<file path="config.mk">
export PLATFORM = sky130hd
export DESIGN_NAME = circular_deque_top_flat
export DESIGN_NICKNAME = d
export VERILOG_FILES = /design/src/rtl/cdq_pkg.sv /design/src/rtl/cdq_if.sv /design/src/rtl/cdq_ram.sv /design/src/rtl/cdq_ctrl.sv /design/src/rtl/circular_deque_top.sv /design/src/flat_wrapper.sv
export SDC_FILE = /design/constraint.sdc
export NUM_CORES = 1
export LEC_CHECK = 0
export BUFFER_PORTS_ARGS = -buffer_cell sky130_fd_sc_hd__buf_2
export CELL_PAD_IN_SITES_DETAIL_PLACEMENT = 1
export CELL_PAD_IN_SITES_GLOBAL_PLACEMENT = 1
export CORE_UTILIZATION = 41
export CTS_CLUSTER_SIZE = 30
export DETAILED_ROUTE_END_ITERATION = 16
export PLACE_DENSITY = 0.74
export SYNTH_ARGS = -nofsm -noshare
export SYNTH_HDL_FRONTEND = slang
export SYNTH_SLANG_ARGS = --single-unit
</file>
<file path="constraint.sdc">
create_clock -name clk -period 12.75 [get_ports clk]
set_input_delay 1.275 -clock clk [delete_from_list [all_inputs] [get_ports clk]]
set_output_delay 1.275 -clock clk [all_outputs]
set_load 0.02 [all_outputs]
</file>
<file path="src/rtl/cdq_pkg.sv">
// cdq_pkg: operation and status codes, field widths and word types for the
// circular deque. No dependencies; imported by every other file of the block.
package cdq_pkg;

  localparam int WORD_W = 32;
  localparam int OP_W   = 2;
  localparam int STAT_W = 2;
  localparam int OCC_W  = 4;

  typedef logic signed [WORD_W-1:0] word_t;
  typedef logic [OP_W-1:0]          op_t;
  typedef logic [STAT_W-1:0]        status_t;
  typedef logic [OCC_W-1:0]         occ_t;

  localparam op_t OP_PUSH_REAR  = 2'd0;
  localparam op_t OP_PUSH_FRONT = 2'd1;
  localparam op_t OP_POP_FRONT  = 2'd2;
  localparam op_t OP_POP_REAR   = 2'd3;

  localparam status_t ST_DONE      = 2'd0;
  localparam status_t ST_OVERFLOW  = 2'd1;
  localparam status_t ST_UNDERFLOW = 2'd2;

endpackage

</file>
<file path="src/rtl/cdq_if.sv">
// cdq_if: valid/ready channel interfaces for deque requests and results.
// Depends on cdq_pkg for the payload types.
interface cdq_in_if;
  import cdq_pkg::*;
  logic  valid;
  logic  ready;
  op_t   operation;
  word_t push_value;
  modport source (output valid, output operation, output push_value, input ready);
  modport sink   (input valid, input operation, input push_value, output ready);
endinterface

interface cdq_out_if;
  import cdq_pkg::*;
  logic    valid;
  logic    ready;
  word_t   popped_value;
  status_t status;
  occ_t    occupancy;
  modport source (output valid, output popped_value, output status, output occupancy,
                  input ready);
  modport sink   (input valid, input popped_value, input status, input occupancy,
                  output ready);
endinterface

</file>
<file path="src/rtl/cdq_ram.sv">
// cdq_ram: element store, one write port and one read port, registered read.
// Depends on cdq_pkg for the word width.
module cdq_ram #(
  parameter int DEPTH = 8
) (
  input  logic                     clk,
  input  logic                     we,
  input  logic [$clog2(DEPTH)-1:0] waddr,
  input  cdq_pkg::word_t           wdata,
  input  logic                     re,
  input  logic [$clog2(DEPTH)-1:0] raddr,
  output cdq_pkg::word_t           rdata
);
  import cdq_pkg::*;

  word_t mem [DEPTH];

  always_ff @(posedge clk) begin
    if (we) begin
      mem[waddr] <= wdata;
    end
  end

  always_ff @(posedge clk) begin
    if (re) begin
      rdata <= mem[raddr];
    end
  end

endmodule

</file>
<file path="src/rtl/cdq_ctrl.sv">
// cdq_ctrl: front/rear pointers, element count, pop read sequencing and the
// result register. Depends on cdq_pkg and cdq_if; drives the cdq_ram ports.
module cdq_ctrl #(
  parameter int DEPTH = 8
) (
  input  logic                     clk,
  input  logic                     rst_n,
  cdq_in_if.sink                   in_ch,
  cdq_out_if.source                out_ch,
  output logic                     mem_we,
  output logic [$clog2(DEPTH)-1:0] mem_waddr,
  output cdq_pkg::word_t           mem_wdata,
  output logic                     mem_re,
  output logic [$clog2(DEPTH)-1:0] mem_raddr,
  input  cdq_pkg::word_t           mem_rdata
);
  import cdq_pkg::*;

  localparam int AW = $clog2(DEPTH);
  localparam int CW = $clog2(DEPTH + 1);

  typedef enum logic {S_IDLE, S_READ} state_t;

  state_t          state_r, state_nxt;
  logic [AW-1:0]   front_r, front_nxt;
  logic [AW-1:0]   rear_r, rear_nxt;
  logic [CW-1:0]   count_r, count_nxt;
  logic            out_valid_r;
  word_t           popped_r;
  status_t         status_r;
  occ_t            occ_r;

  logic            accept;
  logic            is_push;
  logic            empty;
  logic            full;
  logic            load_done;
  status_t         done_status;
  logic [AW-1:0]   next_rear, prev_rear, next_front, prev_front;

  assign in_ch.ready = (state_r == S_IDLE) && (!out_valid_r || out_ch.ready);
  assign accept      = in_ch.valid && in_ch.ready;
  assign is_push     = (in_ch.operation == OP_PUSH_REAR) ||
                       (in_ch.operation == OP_PUSH_FRONT);
  assign empty       = (count_r == '0);
  assign full        = (count_r == CW'(DEPTH));

  assign next_rear  = (rear_r == AW'(DEPTH - 1)) ? '0 : rear_r + 1'b1;
  assign prev_rear  = (rear_r == '0) ? AW'(DEPTH - 1) : rear_r - 1'b1;
  assign next_front = (front_r == AW'(DEPTH - 1)) ? '0 : front_r + 1'b1;
  assign prev_front = (front_r == '0) ? AW'(DEPTH - 1) : front_r - 1'b1;

  assign out_ch.valid        = out_valid_r;
  assign out_ch.popped_value = popped_r;
  assign out_ch.status       = status_r;
  assign out_ch.occupancy    = occ_r;

  always_comb begin
    state_nxt   = state_r;
    front_nxt   = front_r;
    rear_nxt    = rear_r;
    count_nxt   = count_r;
    mem_we      = 1'b0;
    mem_waddr   = '0;
    mem_wdata   = in_ch.push_value;
    mem_re      = 1'b0;
    mem_raddr   = front_r;
    load_done   = 1'b0;
    done_status = ST_DONE;
    case (state_r)
      S_IDLE: begin
        if (accept) begin
          if (is_push) begin
            load_done = 1'b1;
            if (full) begin
              done_status = ST_OVERFLOW;
            end else begin
              mem_we    = 1'b1;
              count_nxt = count_r + 1'b1;
              if (empty) begin
                front_nxt = '0;
                rear_nxt  = '0;
                mem_waddr = '0;
              end else if (in_ch.operation == OP_PUSH_REAR) begin
                rear_nxt  = next_rear;
                mem_waddr = next_rear;
              end else begin
                front_nxt = prev_front;
                mem_waddr = prev_front;
              end
            end
          end else if (empty) begin
            load_done   = 1'b1;
            done_status = ST_UNDERFLOW;
          end else begin
            mem_re    = 1'b1;
            mem_raddr = (in_ch.operation == OP_POP_FRONT) ? front_r : rear_r;
            count_nxt = count_r - 1'b1;
            state_nxt = S_READ;
            if (count_r == CW'(1)) begin
              front_nxt = '0;
              rear_nxt  = '0;
            end else if (in_ch.operation == OP_POP_FRONT) begin
              front_nxt = next_front;
            end else begin
              rear_nxt = prev_rear;
            end
          end
        end
      end
      S_READ: begin
        state_nxt = S_IDLE;
      end
      default: begin
        state_nxt = S_IDLE;
      end
    endcase
  end

  always_ff @(posedge clk) begin
    if (!rst_n) begin
      state_r     <= S_IDLE;
      front_r     <= '0;
      rear_r      <= '0;
      count_r     <= '0;
      out_valid_r <= 1'b0;
    end else begin
      state_r <= state_nxt;
      front_r <= front_nxt;
      rear_r  <= rear_nxt;
      count_r <= count_nxt;
      case (state_r)
        S_IDLE: begin
          if (load_done) begin
            out_valid_r <= 1'b1;
            popped_r    <= '0;
            status_r    <= done_status;
            occ_r       <= OCC_W'(count_nxt);
          end else if (out_valid_r && out_ch.ready) begin
            out_valid_r <= 1'b0;
          end
        end
        S_READ: begin
          out_valid_r <= 1'b1;
          popped_r    <= mem_rdata;
          status_r    <= ST_DONE;
          occ_r       <= OCC_W'(count_r);
        end
        default: begin
          out_valid_r <= 1'b0;
        end
      endcase
    end
  end

  a_count_bound: assert property (@(posedge clk) disable iff (!rst_n)
    count_r <= CW'(DEPTH))
    else $error("element count above depth");

  a_empty_ptrs: assert property (@(posedge clk) disable iff (!rst_n)
    (count_r == '0) |-> (front_r == '0) && (rear_r == '0))
    else $error("empty queue with pointers off zero");

  a_read_slot_free: assert property (@(posedge clk) disable iff (!rst_n)
    (state_r == S_READ) |-> !out_valid_r)
    else $error("pop read completes onto an occupied result register");

  a_pop_seq: assert property (@(posedge clk) disable iff (!rst_n)
    (accept && !is_push && !empty) |=> (state_r == S_READ) && !in_ch.ready)
    else $error("pop did not enter read cycle");

  a_underflow_zero: assert property (@(posedge clk) disable iff (!rst_n)
    (out_valid_r && (status_r != ST_DONE)) |-> (popped_r == '0))
    else $error("failed operation returned a nonzero word");

endmodule

</file>
<file path="src/rtl/circular_deque_top.sv">
// circular_deque_top: double-ended queue of signed words in a circular store.
// Push, overflow and underflow words come in the cycle after acceptance; pops
// add the store's registered read. Pushes flow one per cycle unless results
// stall; a pop holds off requests until its read completes. Reset (rst_n,
// synchronous, active low) clears pointers, count, result valid; not the store.
// Depends on cdq_pkg, cdq_if, cdq_ram and cdq_ctrl.
module circular_deque_top #(
  parameter int DEPTH = 8
) (
  input  logic      clk,
  input  logic      rst_n,
  cdq_in_if.sink    in_ch,
  cdq_out_if.source out_ch
);
  import cdq_pkg::*;

  localparam int AW = $clog2(DEPTH);

  logic          mem_we;
  logic [AW-1:0] mem_waddr;
  word_t         mem_wdata;
  logic          mem_re;
  logic [AW-1:0] mem_raddr;
  word_t         mem_rdata;

  cdq_ctrl #(
    .DEPTH (DEPTH)
  ) u_ctrl (
    .clk       (clk),
    .rst_n     (rst_n),
    .in_ch     (in_ch),
    .out_ch    (out_ch),
    .mem_we    (mem_we),
    .mem_waddr (mem_waddr),
    .mem_wdata (mem_wdata),
    .mem_re    (mem_re),
    .mem_raddr (mem_raddr),
    .mem_rdata (mem_rdata)
  );

  cdq_ram #(
    .DEPTH (DEPTH)
  ) u_ram (
    .clk   (clk),
    .we    (mem_we),
    .waddr (mem_waddr),
    .wdata (mem_wdata),
    .re    (mem_re),
    .raddr (mem_raddr),
    .rdata (mem_rdata)
  );

endmodule

</file>
<file path="src/flat_wrapper.sv">
// flat-port wrapper written by rule: the top's interface ports become plain ports
module circular_deque_top_flat import cdq_pkg::*;
#(
  parameter int DEPTH = 8
)
  (clk, rst_n, in_ch_valid, in_ch_operation, in_ch_push_value, in_ch_ready, out_ch_valid, out_ch_popped_value, out_ch_status, out_ch_occupancy, out_ch_ready);
  cdq_in_if in_ch_i ();
  cdq_out_if out_ch_i ();
  input  logic clk;
  input  logic rst_n;
  input wire logic [$bits(in_ch_i.valid)-1:0] in_ch_valid;
  input wire logic [$bits(in_ch_i.operation)-1:0] in_ch_operation;
  input wire logic [$bits(in_ch_i.push_value)-1:0] in_ch_push_value;
  output wire logic [$bits(in_ch_i.ready)-1:0] in_ch_ready;
  output wire logic [$bits(out_ch_i.valid)-1:0] out_ch_valid;
  output wire logic [$bits(out_ch_i.popped_value)-1:0] out_ch_popped_value;
  output wire logic [$bits(out_ch_i.status)-1:0] out_ch_status;
  output wire logic [$bits(out_ch_i.occupancy)-1:0] out_ch_occupancy;
  input wire logic [$bits(out_ch_i.ready)-1:0] out_ch_ready;
  assign in_ch_i.valid = in_ch_valid;
  assign in_ch_i.operation = in_ch_operation;
  assign in_ch_i.push_value = in_ch_push_value;
  assign in_ch_ready = in_ch_i.ready;
  assign out_ch_valid = out_ch_i.valid;
  assign out_ch_popped_value = out_ch_i.popped_value;
  assign out_ch_status = out_ch_i.status;
  assign out_ch_occupancy = out_ch_i.occupancy;
  assign out_ch_i.ready = out_ch_ready;
  circular_deque_top #(.DEPTH(DEPTH)) u_core (.clk(clk), .rst_n(rst_n), .in_ch(in_ch_i), .out_ch(out_ch_i));
endmodule
</file>
==> impl_metrics.env <==
export IMPL_status="complete, no violations"
export IMPL_syn_nets=834
export IMPL_fin_area_um2=17510
export IMPL_antenna_found_initial=4
export IMPL_syn_area_um2=15350
export IMPL_detailroute_via_count=7858
export IMPL_drc_errors=0
export IMPL_tns_ps=0
export IMPL_cts_tree="done"
export IMPL_clock_sinks=338
export IMPL_routabilityCongestion=0.7706
export IMPL_placed_area_um2=16240
export IMPL_post_place_ws_ps=8657
export IMPL_grt_pass1_vias=8523
export IMPL_ys_warn_count=0
export IMPL_p_per_area_nw_per_um2=176.0
export IMPL_routed_wl_mm=34.21
export IMPL_hold_depth=1
export IMPL_drtAntennaViolNets=0
export IMPL_rr_startpoint="u_core.u_ctrl.rear_r[1]$_SDFFE_PN0P_"
export IMPL_worst_setup_path_type="input port to output port"
export IMPL_synthCells=784
export IMPL_cp_max_fo=9
export IMPL_grt_max_degree=68
export IMPL_clock_skew_ps=14.70
export IMPL_p_leak_nw=5.430
export IMPL_drv_slew=0
export IMPL_cts_resized=0
export IMPL_max_cap_viol_count=0
export IMPL_syn_area_per_cell_um2=19.58
export IMPL_power_internal_mw=2.274
export IMPL_slowest_stage="nor2b_1"
export IMPL_crit_path_max_incr_delay_ps=550
export IMPL_netlist_area_leader_share=0.6377
export IMPL_combPwrFrac=0.196
export IMPL_root_buffer="clkbuf_16"
export IMPL_rr_worst_depth=6
export IMPL_final_cell_count_no_fill=1359
export IMPL_irDropWorstVdd_mv=0.08470
export IMPL_die_area_um2=38220
export IMPL_power_total_mw=3.082
export IMPL_clk_pin_slew_worst_paths_ps=60
export IMPL_cpLargestDelayFamily="simple AND/OR/NAND/NOR gates"
export IMPL_cts_setup_buffers=0
export IMPL_yosysMostFrequentCell="edfxtp_1"
export IMPL_portBuffers=77
export IMPL_yosys_most_used_dff="edfxtp_1"
export IMPL_synthTopCellsByCount="edfxtp_1, mux4_2, mux2i_1, and2_1, clkbuf_1"
export IMPL_relSlewSlack=0.1648
export IMPL_placed_cells=1293
export IMPL_rows=70
export IMPL_wl_per_cell_um=25.17
export IMPL_ctsLongestPathBuffers=3
export IMPL_worstMarginPinSlew_ps=1250
export IMPL_setup_viol=0
export IMPL_numCtsBuffers=37
export IMPL_synthTopCellsByArea="edfxtp_1, mux4_2, mux2i_1"
export IMPL_drive_gt1_frac=0.3416
export IMPL_synth_distinct_cells=60
export IMPL_r2r_slack_ps=9250
export IMPL_rsz0062_at_grt="false"
export IMPL_final_core_util=0.4772
export IMPL_async_flop_share=0
export IMPL_seq_power_share=0.441
export IMPL_synth_edf_count=326
export IMPL_fin_ws_ps=9236
export IMPL_start_kind="input port"
export IMPL_path_cells="buf_2, nor2b_1, nor2_1, buf_2"
export IMPL_synth_seq_cells=338
export IMPL_yosysTopAreaCell="edfxtp_1"
export IMPL_htreeDepth=2
export IMPL_crit_path_frequent_cell="buf_2"
export IMPL_syn_to_final_growth_pct=14.06
export IMPL_viasPerCell=5.782
export IMPL_yosysSeqAreaShare=0.6533
export IMPL_drt_pass1_iterations=4
export IMPL_worstHoldEndpoint="u_core.u_ctrl.out_ch.popped_value[18]$_SDFFCE_PN0P_"
export IMPL_p_switching_uw=807.7
export IMPL_track_usage=0.1834
export IMPL_switching_share=0.2621
export IMPL_grt_pass1_wl_mm=52.22
export IMPL_cp_buffers_inverters=2
export IMPL_clkLatencyLatePin_ps=530
export IMPL_nets=914
export IMPL_hp_start="u_core.u_ram.rdata[18]$_DFFE_PP_"
export IMPL_arrival_ps=2240
export IMPL_fin_hold_ws_ps=525.1
export IMPL_min_path_type="flop to flop"
export IMPL_initial_utilization=0.4183
export IMPL_die_y_um=195.5
export IMPL_coreArea_um2=36700
export IMPL_critPathRequiredTime_ps=11480
export IMPL_grt_overflow_total=0
export IMPL_cp_end_kind="output port"
export IMPL_finalCritPeriodShare=0.2756
export IMPL_r2r_end="u_core.u_ram.mem[7][3]$_DFFE_PP_"
export IMPL_min_period_ps=3514
export IMPL_clock_power_share=0.363
export IMPL_ios=78
export IMPL_drtIter0Drc=479
export IMPL_cts_hold_buffers=0
export IMPL_hold_viol=0
export IMPL_dp_hpwl_mm=19.35
export IMPL_fmax_mhz=284.6
export IMPL_die_w_um=195.5
==> worst reg2reg max path, cell delays in order, from the launching register on <==
cell and delay [ps]:
dfxtp_4 820, inv_1 150, ha_1 360, nor3_1 70
a211oi_1 500, nand2_1 270, nor2_4 940
==> logic make-up after synthesis <==
kind of cell	after synthesis	synth area share
simple gates	101	0.04100
xor+xnor	2	0.001141
buf+inv	59	0.01997
fa+ha+maj	12	0.009780
flops	338	0.6533
compound gates	46	0.02315
mux	226	0.2517
==> per-layer routing <==
layer	share of wire	wire, um	track usage	vias up
met4	0.020	682	0.05279	6
met5	0.00096	33	0	-
met2	0.52	17860	0.3231	161
met3	0.046	1571	0.03351	62
li1	-	-	-	3452
met1	0.41	14060	0.2310	4177
==> layout by cell type (no fill, tap or decap), drive strengths merged, types with 3 or more instances in the layout <==
master  count
inv         8
mux2i      98
nor3        9
mux4      128
clkbuf     40
nor3b       3
nand2       8
edfxtp    326
nor2       15
buf        92
nand3       4
o31ai       4
and2       35
clkinv     17
nand2b      7
o311ai      3
ha         12
o21ai       9
dfxtp      12
nor4        3
a21oi       6
a211oi      6
bufinv      7
nor2b       4
==> final cells by class <==
| type | count | area [um2] |
|---|---|---|
| fillers | 3376 | 19190 |
| flip-flops and latches | 338 | 10040 |
| multi-input cells | 387 | 5082 |
| clock buffers | 40 | 958.4 |
| well taps | 468 | 585.6 |
| repair buffers | 92 | 498.0 |
| clock inverters | 25 | 311.5 |
| inverters | 8 | 30.03 |
| diodes | 1 | 2.502 |
==> worst max path at each step <==
stage / start / end / slack (ps) / cells past startpoint
2_1_floorplan: in_ch_operation[1] / u_core.u_ram.mem[1][0]$_DFFE_PP_ / 7940 / 5
3_3_place_gp: in_ch_operation[1] / u_core.u_ram.mem[7][6]$_DFFE_PP_ / 8720 / 5
3_5_place_dp: in_ch_operation[1] / u_core.u_ram.mem[7][6]$_DFFE_PP_ / 8660 / 5
4_1_cts: u_core.u_ctrl.rear_r[1]$_SDFFE_PN0P_ / u_core.u_ram.mem[7][24]$_DFFE_PP_ / 9120 / 6
5_1_grt: u_core.u_ctrl.rear_r[1]$_SDFFE_PN0P_ / u_core.u_ram.mem[7][24]$_DFFE_PP_ / 8950 / 6
6_report: out_ch_ready / in_ch_ready / 9240 / 4
==> sequential cells by signal (all words and copies together), names as in the netlist <==
signal	cells
u_core.u_ctrl.count_r	4
u_core.u_ctrl.front_r	3
u_core.u_ctrl.out_ch.occupancy	4
u_core.u_ctrl.out_ch.popped_value	32
u_core.u_ctrl.out_ch.status	2
u_core.u_ctrl.out_ch.valid	1
u_core.u_ctrl.rear_r	3
u_core.u_ctrl.state_r	1
u_core.u_ram.mem	256
u_core.u_ram.rdata	32
==> power groups by stage <==
stage | Sequential [mW] | Combinational [mW] | Clock (mW)
floorplan | 1.37 | 0.456 | 0
detailed placement | 1.39 | 0.612 | 0
global placement | 1.38 | 0.595 | 0
global route | 1.37 | 0.653 | 1.18
CTS | 1.36 | 0.615 | 1.14
finish | 1.36 | 0.605 | 1.12
(Power assumes the default switching activity.)
